===== src/rtl/cta_pkg.sv =====
package cta_pkg;

    // Table geometry.
    localparam int TABLE_DEPTH  = 8192;
    localparam int HEADER_BYTES = 8;
    localparam int IDX_W        = $clog2(TABLE_DEPTH);
    localparam int POS_W        = $clog2(TABLE_DEPTH + 1);

    // Line length register and its legal range.
    localparam int LEN_W          = 11;
    localparam int LINE_MAX_BYTES = 1024;
    localparam int LINE_RESET     = 64;
    localparam int OFF_W          = $clog2(LINE_MAX_BYTES);

    // Sample conversion: (v - 0x80) * 10 / 0x22, truncated toward zero.
    localparam logic [7:0] SAMPLE_BIAS = 8'h80;
    localparam int CONV_MUL   = 10;
    // Reciprocal of 0x22 scaled by 2^13; exact floor for products up to 1280.
    localparam int CONV_RECIP = 241;
    localparam int CONV_SHIFT = 13;

    // Queue between the front and back parts.
    localparam int QUEUE_DEPTH = 2;
    localparam int QPTR_W      = $clog2(QUEUE_DEPTH);
    localparam int QCNT_W      = $clog2(QUEUE_DEPTH + 1);

    // What the back part does with the table for one transaction.
    typedef enum logic [1:0] {
        OP_NONE,
        OP_STORE,
        OP_HOLD,
        OP_ADD
    } cta_op_t;

    typedef struct packed {
        cta_op_t          op;
        logic [IDX_W-1:0] index;
        logic [7:0]       value;
        logic [POS_W-1:0] table_length;
    } cta_entry_t;

    // Converted sample; its magnitude never exceeds 37, so no clipping is needed.
    function automatic logic [7:0] cta_convert(input logic [7:0] v);
        logic              neg;
        logic [7:0]        mag;
        logic [10:0]       prod;
        logic [18:0]       scaled;
        logic [5:0]        quo;
        neg    = (v < SAMPLE_BIAS);
        mag    = neg ? (SAMPLE_BIAS - v) : (v - SAMPLE_BIAS);
        prod   = 11'(mag) * 11'(CONV_MUL);
        scaled = 19'(prod) * 19'(CONV_RECIP);
        quo    = scaled[CONV_SHIFT +: 6];
        return neg ? (8'd0 - 8'(quo)) : 8'(quo);
    endfunction

    // Signed byte addition, saturating at -128 and 127.
    function automatic logic [7:0] cta_sat_add(input logic [7:0] a, input logic [7:0] b);
        logic signed [8:0] sum;
        sum = $signed({a[7], a}) + $signed({b[7], b});
        if (sum < -9'sd128)
        begin
            return 8'h80;
        end
        else if (sum > 9'sd127)
        begin
            return 8'h7f;
        end
        return sum[7:0];
    endfunction

endpackage


===== src/rtl/cta_queue.sv =====
module cta_queue (
    input  logic                clk,
    input  logic                rst_n,
    input  logic                push,
    input  cta_pkg::cta_entry_t push_entry,
    output logic                push_ready,
    input  logic                pop,
    output logic                pop_valid,
    output cta_pkg::cta_entry_t pop_entry
);
    import cta_pkg::*;

    cta_entry_t        entries_reg [QUEUE_DEPTH];
    logic [QPTR_W-1:0] wr_ptr_reg, wr_ptr_next;
    logic [QPTR_W-1:0] rd_ptr_reg, rd_ptr_next;
    logic [QCNT_W-1:0] count_reg, count_next;

    assign push_ready = (count_reg != QCNT_W'(QUEUE_DEPTH));
    assign pop_valid  = (count_reg != '0);
    assign pop_entry  = entries_reg[rd_ptr_reg];

    // Pointer and occupancy update.
    always_comb
    begin
        wr_ptr_next = wr_ptr_reg;
        rd_ptr_next = rd_ptr_reg;
        count_next  = count_reg;
        if (push)
        begin
            wr_ptr_next = (wr_ptr_reg == QPTR_W'(QUEUE_DEPTH - 1)) ? '0
                                                                    : wr_ptr_reg + QPTR_W'(1);
        end
        if (pop)
        begin
            rd_ptr_next = (rd_ptr_reg == QPTR_W'(QUEUE_DEPTH - 1)) ? '0
                                                                    : rd_ptr_reg + QPTR_W'(1);
        end
        if (push && !pop)
        begin
            count_next = count_reg + QCNT_W'(1);
        end
        else if (pop && !push)
        begin
            count_next = count_reg - QCNT_W'(1);
        end
    end

    always_ff @(posedge clk or negedge rst_n)
    begin
        if (!rst_n)
        begin
            wr_ptr_reg <= '0;
            rd_ptr_reg <= '0;
            count_reg  <= '0;
        end
        else
        begin
            wr_ptr_reg <= wr_ptr_next;
            rd_ptr_reg <= rd_ptr_next;
            count_reg  <= count_next;
        end
    end

    // Payload storage needs no reset.
    always_ff @(posedge clk)
    begin
        if (push)
        begin
            entries_reg[wr_ptr_reg] <= push_entry;
        end
    end

endmodule


===== config.mk =====
export PLATFORM = sky130hd
export DESIGN_NAME = cta_queue
export DESIGN_NICKNAME = d
export VERILOG_FILES = /design/src/rtl/cta_pkg.sv /design/src/rtl/cta_queue.sv
export SDC_FILE = /design/constraint.sdc
export NUM_CORES = 1
export LEC_CHECK = 0
export ABC_AREA = 1
export ABC_CLOCK_PERIOD_IN_PS = 2350
export BUFFER_PORTS_ARGS = -buffer_cell sky130_fd_sc_hd__clkbuf_2
export CAP_MARGIN = 20
export CELL_PAD_IN_SITES_DETAIL_PLACEMENT = 1
export CELL_PAD_IN_SITES_GLOBAL_PLACEMENT = 1
export CORE_ASPECT_RATIO = 1.4
export CORE_MARGIN = 3
export CORE_UTILIZATION = 39
export DETAILED_ROUTE_END_ITERATION = 6
export PLACE_DENSITY_LB_ADDON = 0.2
export SLEW_MARGIN = 20
export SYNTH_ARGS = -nofsm -noshare
export SYNTH_HDL_FRONTEND = slang
export SYNTH_SLANG_ARGS = --single-unit
export TNS_END_PERCENT = 10

===== constraint.sdc =====
create_clock -name clk -period 2.35 [get_ports clk]
set_input_delay 0.235 -clock clk [delete_from_list [all_inputs] [get_ports clk]]
set_output_delay 0.235 -clock clk [all_outputs]
set_load 0.02 [all_outputs]

# Word-level counts from Yosys, hierarchy flattened
# Memories as Yosys holds them, arrays and structs flattened.
# Index checks and enable logic that the tools add are counted.
# Widths: inputs -> output; s select.
# classes
n_addsub,4
eq_ne,1
n_mux,6
reduce_logical,6
# op_table
cell,count
$mux 1,4
$mux 2,2
$reduce_bool 2->1,2
$add 1x1->1 const B,2
$add 2x1->2 const B,1
$logic_and 1x1->1,2
$logic_not 1->1,2
$ne 2x2->1 const B,1
$sub 2x1->2 const B,1
# word_totals
reg_bits,4
ram_bits,74
inputBits,41
output_inout_bits,39
elab_cells,21
mem_count,1
# mem_list
memory,words,width,rd,rd_ports_with_merged_regs,write_ports,line_no,rtl
entries_reg,2,37,1,0,1,cta_queue.sv:13,cta_entry_t entries_reg [QUEUE_DEPTH];

# Logic depth before layout (Yosys ltp)
# logic_depth
word_depth,4
depth_mapped,7
depth_no_buf,7

# Worst setup path before layout
# No wires, ideal clock.
# synth_timing
path_type,reg2reg
start,register wr_ptr_reg
end,memory entries_reg[0][0] (netlist name) (enable)
setup_ns,0.432
arrival_time_ns,1.971
required_ns,1.918
path_slack_ns,-0.053
path_stages_with_launch,2
path_buffers,0
period_less_slack_ns,2.403
path_cell_list,dfrtp_1 nor2_1
# synth_lines
item,line_no,rtl
from (decl),cta_queue.sv:14,"logic [QPTR_W-1:0] wr_ptr_reg, wr_ptr_next;"
from (signal assigned),cta_queue.sv:58,wr_ptr_reg <= wr_ptr_next;
to (decl),cta_queue.sv:13,
# Straight into the memory's write port.

==> results.md <==
- Cell family contributing the most delay on the critical path: buffers and inverters
- Synth Area in Simple Gates: 0.01395
- Fraction of layout cells with a size suffix above 1: 0.5847
- Crit-path cells: buf_4 -> mux2_2 -> clkbuf_2
- Initial Util: 0.4132
- Ant. Diodes: 0
- Comb power frac: 0.335
- Max-cap check violation count: 0
- Most area-consuming cells after synthesis: edfxtp_1 (75%), mux2_4 (10%), mux2_2 (6.5%)
- Mux contribution to synthesized area: 0.1662
- Slew Limit Headroom: 0.6642
- Post-DP HPWL: 3479 µm
- Nets: 273
- Mapped Cells: 140
- Register area share after synthesis: 0.7848
- Worst Path Max Fanout: 23
- RSZ-0062 raised after global routing: false
- Mapped Area: 2959 µm²
- Slowest stage delay, CP: 0.39 ns
- Placer Congestion: 0.6810
- Hold/Removal Path Class: in -> reg
- CTS Buf Count: 9
- Post-route ant nets: 0
- Die Y: 109.1 µm
- Minimum clock period: 1.804 ns
- Number of flops mapped to enable cells by yosys: 74
- Filler cell count: 698
- Status: complete, no violations
- Setup_tns: 0 ns
- DR pass1 iterations: 2
- Ys flop type: edfxtp_1
- Post-Place Setup Slack: 0.8784 ns
- Seq pwr share: 0.422
- Final period util: 0.7677
- Fmax: 554.3 MHz
- Vias in the first global route: 1,670
- Syn Nets: 182
- Clock root cell: clkbuf_8
- Max Transition Viols Final: 0
- Initial drt markers: 86
- Netlist cell types: 14
- Clk buf depth: 2
- Crit start category: flip-flop
- Clock sink count: 78
- Number of flip-flops under the largest register name: 74
- DR WL/cell: 15.31 µm
- Asr flop ratio synth: 0.05128
- Worst VDD drop: 0.0006013 V
- Fin Clk Skew: 0.005139 ns
- Via count: 1,507
- Largest family of logic cells by synthesized area: multiplexers
- Switching pwr: 1437 µW
- Grt total ovfl: 0
- TritonCTS clock tree: yes
- Core Footprint: 7162 µm²
- Setup slack after layout: roughly 0.55 ns
- Largest net degree at the start of global routing: 38
- YS warnings: 0
- Yosys top cell area share: 0.7510
- Initial antenna violation count: 0
- Drt total wl: 5069 µm
- Worst endpoint required time: ~2.1 ns
- Count leader, synth: edfxtp_1
- Endpoints failing setup: 0
- Commonest cells in the netlist: edfxtp_1 (74), mux2_4 (20), mux2_2 (17)
- Total GRT Usage: 0.1310
- CTS H-tree lvls: 3
- Skew-Pair Late Insertion Delay: 0.34 ns
- Crit path buf inv count: 2
- Switch share: 0.3128
- Clock power share: 0.243
- Total power: 4593 µW
- Synth Area in XOR/XNOR: 0.008879
- Slowest stage cell, crit path: mux2_2
- Internal power: 3157 µW
- Power Density: 1236 nW/µm²
- Post-synth top area cell: edfxtp_1
- Reg clk slew, reported paths: around 0.080 ns
- I/O pin count: 80
- Die width: 79.62 µm
- Worst Tran Pin Value: 0.5037 ns
- Setup Crit Path Kind: reg -> out
- First-pass GRT wire length: between 8000 and 9000 µm
- Lkg Pwr: 0.001517 µW
- Worst Setup End Kind: output pin
- Buffers added on ports: 79
- Adder-Cell Fraction of Synth Area: 0.004228
- Die footprint: slightly below 9000 µm²
- Worst Path Arrival: 1.57 ns
- Area Overhead vs Synth: 25.58%
- Seq cells post-synth: 78
- DRC Markers: 0
- Syn_area_per_cell: between 20 and 25 µm²
- Vias/cell: about 4.6
- Synth Area in Compound Gates: 0
- Row Count: 36
- Resized cells post-CTS: 0
- Final hold vios: 0
metal layers:
| metal | vias up | global-route usage | share of wire |
|---|---|---|---|
| li1 | 716 | - | - |
| met1 | 732 | 0.1440 | 0.36 |
| met2 | 50 | 0.2240 | 0.55 |
| met3 | 9 | 0.03388 | 0.061 |
| met4 | 0 | 0.08108 | 0.025 |
| met5 | - | 0 | 0 |
cell families (layout without fill, tap and decap cells):
| kind of cell | after synthesis | in the layout |
|---|---|---|
| XOR/XNOR | 3 | 3 |
| adder cells (fa/ha/maj) | 1 | 1 |
| AND/OR/NAND/NOR | 10 | 10 |
| buffers and inverters | 11 | 107 |
| multiplexers | 37 | 37 |
| flip-flops | 78 | 78 |
per-stage QoR:
step | util | std cells | area (µm²) | hold slack, ns
after global routing | 0.5189 | 331 | 3716 | 0.05888
after CTS | 0.5189 | 331 | 3716 | 0.06588
after detailed placement | 0.4850 | 314 | 3473 | 0.05933
after floorplan | - | 140 | 2962 | -0.06059
after global placement | 0.4850 | 314 | 3473 | 0.05647
final | 0.5189 | 331 | 3716 | 0.08198
layout by cell type, fill, tap and decap left out:
cell type	Yosys	routed
clkbuf_2	0	79
clkinv_4	0	1
mux2_4	20	20
dlygate4sd3_1	0	1
buf_4	0	4
inv_1	7	7
edfxtp_1	74	74
nand2_1	7	7
nand4_1	1	1
nor2_4	0	1
xnor2_1	1	1
ha_1	1	1
mux2_2	17	17
bufinv_16	0	2
dfrtp_1	4	3
dfrtp_2	0	1
clkbuf_8	0	11
clkinvlp_4	0	1
nand3_1	1	1
xor2_1	2	2
clkinv_2	0	1
final timing paths:
kind / start / to / slack, ns / depth (start not counted)
max reg2reg: wr_ptr_reg / entries_reg[1][11] / 0.99 / 3
min: pop / rd_ptr_reg / 0.08 / 2
max in group asynchronous: rst_n / rd_ptr_reg / 1.97 / 2
min reg2reg: count_reg[0] / count_reg[0] / 0.52 / 1
max: rd_ptr_reg / pop_entry[8] / 0.55 / 3
min in group asynchronous: rst_n / count_reg[0] / 0.23 / 2
power by group through the flow:
stage	sequential [µW]	combinational, µW	clock, µW
final	1940	1540	1120
after global routing	1970	1660	1210
after CTS	1940	1580	1150
after detailed placement	1970	1580	0
after global placement	1950	1580	0
after floorplan	1940	1160	0
worst reg2reg max path: stages (launching register included):
cell     delay, ns
dfrtp_1       0.43
nand2_1       0.07
inv_1         0.05
buf_4         0.43
area by class of cell:
cell class | instances | area [µm²] | share of cell area
multi-input combinational | 51 | 579.3 | 0.1559
clock buffer | 11 | 151.4 | 0.04074
clock inverter | 5 | 81.33 | 0.02189
sequential | 78 | 2323 | 0.6253
tap | 95 | 118.9 | 0.03199
inverter | 7 | 26.28 | 0.007071
timing repair buffer | 84 | 435.4 | 0.1172
timing repair:
action,in CTS,in global routing
endpoints found under the hold margin,4,0
hold buffers,1,0
buffers inserted,0,0
Power figures use the tool's default switching activity.
