<file path="src/rtl/cta_pkg.sv">
package cta_pkg;

    // Table geometry.
    localparam int TABLE_DEPTH  = 8192;
    localparam int HEADER_BYTES = 8;
    localparam int IDX_W        = $clog2(TABLE_DEPTH);
    localparam int POS_W        = $clog2(TABLE_DEPTH + 1);

    // Line length register and its legal range.
    localparam int LEN_W          = 11;
    localparam int LINE_MAX_BYTES = 1024;
    localparam int LINE_RESET     = 64;
    localparam int OFF_W          = $clog2(LINE_MAX_BYTES);

    // Sample conversion: (v - 0x80) * 10 / 0x22, truncated toward zero.
    localparam logic [7:0] SAMPLE_BIAS = 8'h80;
    localparam int CONV_MUL   = 10;
    // Reciprocal of 0x22 scaled by 2^13; exact floor for products up to 1280.
    localparam int CONV_RECIP = 241;
    localparam int CONV_SHIFT = 13;

    // Queue between the front and back parts.
    localparam int QUEUE_DEPTH = 2;
    localparam int QPTR_W      = $clog2(QUEUE_DEPTH);
    localparam int QCNT_W      = $clog2(QUEUE_DEPTH + 1);

    // What the back part does with the table for one transaction.
    typedef enum logic [1:0] {
        OP_NONE,
        OP_STORE,
        OP_HOLD,
        OP_ADD
    } cta_op_t;

    typedef struct packed {
        cta_op_t          op;
        logic [IDX_W-1:0] index;
        logic [7:0]       value;
        logic [POS_W-1:0] table_length;
    } cta_entry_t;

    // Converted sample; its magnitude never exceeds 37, so no clipping is needed.
    function automatic logic [7:0] cta_convert(input logic [7:0] v);
        logic              neg;
        logic [7:0]        mag;
        logic [10:0]       prod;
        logic [18:0]       scaled;
        logic [5:0]        quo;
        neg    = (v < SAMPLE_BIAS);
        mag    = neg ? (SAMPLE_BIAS - v) : (v - SAMPLE_BIAS);
        prod   = 11'(mag) * 11'(CONV_MUL);
        scaled = 19'(prod) * 19'(CONV_RECIP);
        quo    = scaled[CONV_SHIFT +: 6];
        return neg ? (8'd0 - 8'(quo)) : 8'(quo);
    endfunction

    // Signed byte addition, saturating at -128 and 127.
    function automatic logic [7:0] cta_sat_add(input logic [7:0] a, input logic [7:0] b);
        logic signed [8:0] sum;
        sum = $signed({a[7], a}) + $signed({b[7], b});
        if (sum < -9'sd128)
        begin
            return 8'h80;
        end
        else if (sum > 9'sd127)
        begin
            return 8'h7f;
        end
        return sum[7:0];
    endfunction

endpackage

</file>
<file path="src/rtl/cta_front.sv">
module cta_front (
    input  logic                        clk,
    input  logic                        rst_n,
    input  logic                        cfg_wr_en,
    input  logic [cta_pkg::LEN_W-1:0]   cfg_wr_data,
    input  logic                        in_valid,
    output logic                        in_ready,
    input  logic                        req_type,
    input  logic [7:0]                  sample,
    input  logic                        end_of_frame,
    input  logic                        q_ready,
    output logic                        q_push,
    output cta_pkg::cta_entry_t         q_entry
);
    import cta_pkg::*;

    logic [LEN_W-1:0] line_bytes_reg;
    logic [POS_W-1:0] stored_length_reg, stored_length_next;
    logic             table_valid_reg, table_valid_next;
    logic [POS_W-1:0] byte_position_reg, byte_position_next;
    logic [OFF_W-1:0] line_offset_reg, line_offset_next;

    logic [LEN_W-1:0] len_eff;
    logic [LEN_W-1:0] off_inc;
    logic             header;
    logic             in_range;
    logic [7:0]       conv;
    logic             accept;

    assign accept   = in_valid && q_ready;
    assign in_ready = q_ready;
    assign q_push   = accept;

    // Classify the byte and advance the frame position.
    always_comb
    begin
        if (line_bytes_reg == '0)
        begin
            len_eff = LEN_W'(1);
        end
        else if (line_bytes_reg > LEN_W'(LINE_MAX_BYTES))
        begin
            len_eff = LEN_W'(LINE_MAX_BYTES);
        end
        else
        begin
            len_eff = line_bytes_reg;
        end
        header   = (line_offset_reg < OFF_W'(HEADER_BYTES));
        in_range = (byte_position_reg < POS_W'(TABLE_DEPTH));
        conv     = cta_convert(sample);
        off_inc  = LEN_W'(line_offset_reg) + LEN_W'(1);

        stored_length_next = stored_length_reg;
        table_valid_next   = table_valid_reg;
        byte_position_next = byte_position_reg;
        line_offset_next   = line_offset_reg;

        q_entry.op    = OP_NONE;
        q_entry.index = byte_position_reg[IDX_W-1:0];
        q_entry.value = '0;

        if (!req_type)
        begin
            // Restart empties the table and rewinds the position.
            stored_length_next = '0;
            table_valid_next   = 1'b0;
            byte_position_next = '0;
            line_offset_next   = '0;
            q_entry.index      = '0;
        end
        else
        begin
            if (!table_valid_reg)
            begin
                if (in_range)
                begin
                    q_entry.op         = OP_STORE;
                    q_entry.value      = header ? sample : conv;
                    stored_length_next = byte_position_reg + POS_W'(1);
                end
            end
            else if (in_range && (byte_position_reg < stored_length_reg))
            begin
                q_entry.op    = header ? OP_HOLD : OP_ADD;
                q_entry.value = conv;
            end

            if (end_of_frame)
            begin
                if (!table_valid_reg && (stored_length_next != '0))
                begin
                    table_valid_next = 1'b1;
                end
                byte_position_next = '0;
                line_offset_next   = '0;
            end
            else
            begin
                if (in_range)
                begin
                    byte_position_next = byte_position_reg + POS_W'(1);
                end
                if (off_inc >= len_eff)
                begin
                    line_offset_next = '0;
                end
                else
                begin
                    line_offset_next = off_inc[OFF_W-1:0];
                end
            end
        end
        q_entry.table_length = stored_length_next;
    end

    // Frame state and the line length register.
    always_ff @(posedge clk or negedge rst_n)
    begin
        if (!rst_n)
        begin
            line_bytes_reg    <= LEN_W'(LINE_RESET);
            stored_length_reg <= '0;
            table_valid_reg   <= 1'b0;
            byte_position_reg <= '0;
            line_offset_reg   <= '0;
        end
        else
        begin
            if (cfg_wr_en)
            begin
                line_bytes_reg <= cfg_wr_data;
            end
            if (accept)
            begin
                stored_length_reg <= stored_length_next;
                table_valid_reg   <= table_valid_next;
                byte_position_reg <= byte_position_next;
                line_offset_reg   <= line_offset_next;
            end
        end
    end

endmodule

</file>
<file path="config.mk">
export PLATFORM = sky130hd
export DESIGN_NAME = cta_front
export DESIGN_NICKNAME = d
export VERILOG_FILES = /design/src/rtl/cta_pkg.sv /design/src/rtl/cta_front.sv
export SDC_FILE = /design/constraint.sdc
export NUM_CORES = 1
export LEC_CHECK = 0
export BUFFER_PORTS_ARGS = -buffer_cell sky130_fd_sc_hd__buf_2
export CAP_MARGIN = 40
export CORE_MARGIN = 10
export CORE_UTILIZATION = 40
export CTS_BUF_LIST = sky130_fd_sc_hd__clkbuf_16
export DETAILED_ROUTE_END_ITERATION = 7
export PLACE_DENSITY = 0.56
export SLEW_MARGIN = 30
export SYNTH_ARGS = -nofsm -noshare
export SYNTH_HDL_FRONTEND = slang
export SYNTH_SLANG_ARGS = --single-unit
export TNS_END_PERCENT = 100
</file>
<file path="constraint.sdc">
create_clock -name clk -period 10.6 [get_ports clk]
set_input_delay 2.12 -clock clk [delete_from_list [all_inputs] [get_ports clk]]
set_output_delay 2.12 -clock clk [all_outputs]
set_load 0.05 [all_outputs]
</file>
======== Word level (Yosys, flattened, before mapping) ========
Cells that the tools add are included.
storage, ports and cells
  logic and storage cells ................. 57
  register bits after elaboration ......... 50
  bits of input ports ..................... 26
  output and inout bits ................... 39
operators by class
  eq/ne operators ......................... 3
  order comparisons ....................... 6
  add/subtract/negate cells ............... 5
  multiplexer cells ....................... 28
  $mul .................................... 2
  reduce and logical (&&, ||, !) cells .... 8
operator list
  cell                                                          number
  2-to-1 mux 14 bit                                             7
  2-to-1 mux 8 bit                                              7
  2-to-1 mux 10 bit                                             3
  2-to-1 mux 11 bit                                             2
  multiplier 10 x 8 -> 18 bit (second input constant)           1
  adder 14 x 1 -> 14 bit (second input constant)                1
  less-than comparator 14 bit                                   1
  less-than comparator 14 bit (second input constant)           1
  nonzero test 14 bit                                           1
  2-to-1 mux 13 bit                                             1
  adder 10 x 1 -> 11 bit (second input constant)                1
  greater-or-equal comparator 11 bit                            1
  > comparator 11 bit (second input constant)                   1
  zero test 11 bit                                              1
  less-than comparator 10 x 4 -> 1 bit (second input constant)  1
  multiplier 8 x 3 -> 10 bit (second input constant)            1
  less-than comparator 8 bit (second input constant)            1
  subtractor 8 bit (first input constant)                       1
  subtractor 8 bit (second input constant)                      1
  subtractor 1 x 6 -> 7 bit (first input constant)              1
  2-to-1 mux 2 bit                                              3
  2-to-1 mux 1 bit                                              5
  != test 2 x 1 -> 1 bit (second input constant)                2
  logical AND 1 bit                                             3
  other kinds (4)                                               4

======== Logic depth before layout (Yosys ltp) ========
  word-level depth ........................ 10
  depth in mapped cells ................... 27
  mapped depth without buffers ............ 27

======== Worst setup path after synthesis ========
OpenSTA, ideal clock, no wires.
  path type ............................... in2out
  start point ............................. input sample[7]
  end point ............................... output q_entry[18] (netlist bit)
  path buffers ............................ 1
  stages on the path ...................... 24
  slack ................................... -0.160 ns
  data arrival time ....................... 8.640 ns
  required time ........................... 8.480 ns
  cells stage by stage .................... clkbuf_1 -> mux2_2 -> ha_1 -> ha_1 -> fa_1 -> a21oi_1 -> nor2b_1 -> nor2_1 -> xnor2_1 -> inv_1 -> maj3_1 -> fa_1 -> inv_1 -> ha_1 -> ha_1 -> ha_1 -> o21ai_0 -> nor2_1 -> or3_1 -> o221a_1 -> o21ai_0 -> nand2_1 -> xor2_1 -> o21ai_0
RTL lines
  element      RTL line         RTL
  from (decl)  cta_front.sv:9   input logic [7:0] sample,
  to (decl)    cta_front.sv:13  output cta_pkg::cta_entry_t q_entry

==> implementation parameters <==
Parameter                              Value

Critical path
  Path type of the worst setup path ... input port to output pin
  Data required time at the worst endpoint ... 8.48 ns
  Element type at the critical path start ... input port
  Category of the worst setup path capture point ... output pin
  Worst Path Max Fanout ... 6
  Stage delay of the slowest cell on the critical path ... 0.51 ns
  Arrival time at the worst endpoint ... 8.20 ns
  Slowest cell on the critical path ... fa_1
  Cell occurring most often along the worst timing path ... ha_1

Die
  Die Footprint ... 18,200 um2
  Core box area ... 12,800 um2
  Count of standard-cell rows ... 41
  Y dimension of the die ... 135 um
  Starting density of the core ... 41.3%
  Number of ports placed on the die boundary ... 65
  Die W ... 135 um

CTS
  Number of hold buffers added after cts ... 0
  Total CTS buffers ... 5
  Maximum clock path buffer count ... 2
  Clock-pin slew on the worst setup and hold paths ... 0.07 ns
  CTS tree ... built
  Depth of the CTS H-tree ... 2
  Sink count of the clock tree ... 50
  Clock insertion delay at the later pin of the skew report ... 0.29 ns
  Clock tree root driver cell ... clkbuf_16

Min path
  Classification of the worst-slack hold path ... flop to flop

Placement
  Port Buf Inserts ... 64
  Total cell area at the placement stage ... 5800 um2
  Final GP Congestion ... 0.895
  DP HPWL ... 10,700 um

STA
  Final setup vio count ... 0
  Actual slew at the worst max-slew pin ... 0.675 ns
  Headroom to the max-slew limit ... 55.0%
  Post-route clock skew ... 0.00595 ns
  Post-route minimum period ... 10.32 ns
  Final slew viol count ... 0
  Portion of the clock cycle consumed by the worst path in the final layout ... 97.4%
  Final number of hold-violating endpoints ... 0
  Highest clock rate ... 0.0969 GHz

Route
  Routed length per instance ... 15.8 um
  Via/cell ratio ... 5.37
  Via total after detailed routing ... 4,559
  Iteration-0 DRC Markers ... 214
  Final routed DRC violation total ... 0
  Drt first pass iters ... 5
  Wire length reported by the detailed router ... 13,400 um
  Remaining antenna violation count ... 0

Synth
  Dominant register cell in the synthesized netlist ... dfrtp_1
  EDFF count, synth ... 0
  Syn Area/Cell ... 8.59 um2
  Count of cell types in the netlist ... 54
  Gate Count Post-Synth ... 614
  Synthesized cell area ... 5270 um2
  Synthesized Nets ... 731
  Seq/Total Area, Yosys ... 23.8%
  Yosys warns ... 0
  Async S/R FF share, synth ... 100%
  Flop and latch count out of synthesis ... 50

Outcome
  Outcome ... finished, final reports clean

Final layout
  Most common library cell in the layout ignoring fill and taps ... ha_1
  N_diodes ... 0
  Fraction of final layout cells with drive strength greater than 1 ... 19.8%
  Layout net count ... 793
  Fill cell count ... 1,267
  Relative area change from synthesis to final layout ... 14.4%
  Leading cell types in the layout, fill and taps excluded ... 77 x ha_1, 60 x buf_2, 53 x nand2_1
  Final instance area ... 6030 um2

Global routing
  Total congestion overflow after global routing ... 0
  Antenna violations before repair ... 0
  Combined global-route utilization of all metal layers ... 14.9%
  Vias in the first global route ... 4,656
  Wire length of the first global-routing pass ... 22,800 um
  Pin count of the biggest net entering global routing ... 51

Flow run
  Max-cap viol count ... 0
[logic make-up (layout without fill, tap and decap cells)]
group	after synthesis	after routing	synth area share, %
and+or+nand+nor	192	192	17.4
AOI/OAI and AO/OA	131	131	16.3
adders and majority gates	92	92	23.6
buffers and inverters	76	139	5.58
DFF	50	50	23.8
xor gates and xnor gates	46	46	7.64
muxes	27	27	5.70
[cells in the mapped netlist, types with 4 or more instances]
cell,n,area (um2)
xor2_1,14,123
ha_1,78,976
and3_1,10,62.6
fa_1,13,260
clkbuf_1,16,60.1
nor2_1,53,199
inv_1,53,199
o31ai_1,5,37.5
xnor2_1,32,280
o21ai_0,40,200
and2_1,17,106
nor3_1,12,60.1
mux2_2,24,270
nand2_1,53,199
nand3_1,17,85.1
or3_1,5,31.3
a211oi_1,8,60.1
a31oi_1,10,62.6
o21a_1,4,30.0
a22o_1,10,87.6
a21oi_1,26,130
nor3b_1,4,30.0
dfrtp_1,49,1230
nor4_1,6,37.5
nand4_1,4,25.0
a21o_1,8,60.1
[worst paths after layout]
| path | slack (ns) | to | startpoint | depth (start not counted) |
|---|---|---|---|---|
| min in group asynchronous | 1.93 | byte_position_reg[3]$_DFFE_PN0P_ | rst_n | 2 |
| setup reg to reg | 7.60 | line_offset_reg[2]$_DFFE_PN0P_ | line_bytes_reg[7]$_DFFE_PN0P_ | 13 |
| max in group asynchronous | 8.21 | byte_position_reg[7]$_DFFE_PN0P_ | rst_n | 2 |
| setup / recovery | 0.28 | q_entry[21] | sample[1] | 28 |
| hold / removal | 0.51 | stored_length_reg[11]$_DFFE_PN0P_ | stored_length_reg[11]$_DFFE_PN0P_ | 1 |
| hold reg to reg | 0.51 | stored_length_reg[11]$_DFFE_PN0P_ | stored_length_reg[11]$_DFFE_PN0P_ | 1 |
[critical path: cells and delay by family]
kind / cells / cell delay, ns
and+or+nand+nor: 5 / 1.06
xor gates and xnor gates: 3 / 0.50
adders and majority gates: 8 / 2.58
muxes: 1 / 0.31
AOI/OAI and AO/OA: 7 / 1.14
buffers and inverters: 4 / 0.50
[metal layers]
metal  global-route usage [%]  vias to the layer above  wire length [um]
met5                        0                        -                 0
met4                     2.66                        0               112
met3                     2.74                       10               620
met2                     24.3                       91              6160
met1                     20.1                     2176              6540
li1                         -                     2282                 -
[per-stage QoR]
step                      utilization (%)  worst slack [ns]  hold slack [ns]  TNS [ns]  std cells
final                                47.2             0.277            0.511         0        849
after global routing                 47.2           -0.0100            0.534   -0.0100        849
after CTS                            46.6            0.0815            0.517         0        846
after detailed placement             45.4           -0.0140            0.505   -0.0140        838
after global placement               45.3             0.152            0.493         0        837
after floorplan                         -           0.00944            0.481         0        614
[layout make-up]
type,instances,area (um2),area share [%]
multi-input combinational,488,3790,62.8
sequential,50,1250,20.8
timing repair buffer,77,425,7.06
tap,172,215,3.57
inverter,54,203,3.36
clock buffer,5,125,2.08
clock inverter,3,21.3,0.353
[repair_timing]
item | CTS | global route
gates resized for setup | 2 | 19
pin swaps | 0 | 5
endpoints found under the hold margin | 0 | 0
setup buffers | 0 | 2
endpoints found under the setup margin | 1 | 5
Power is not shown: default switching activity piles up to over one toggle a cycle in this logic, so the estimate is an artifact.
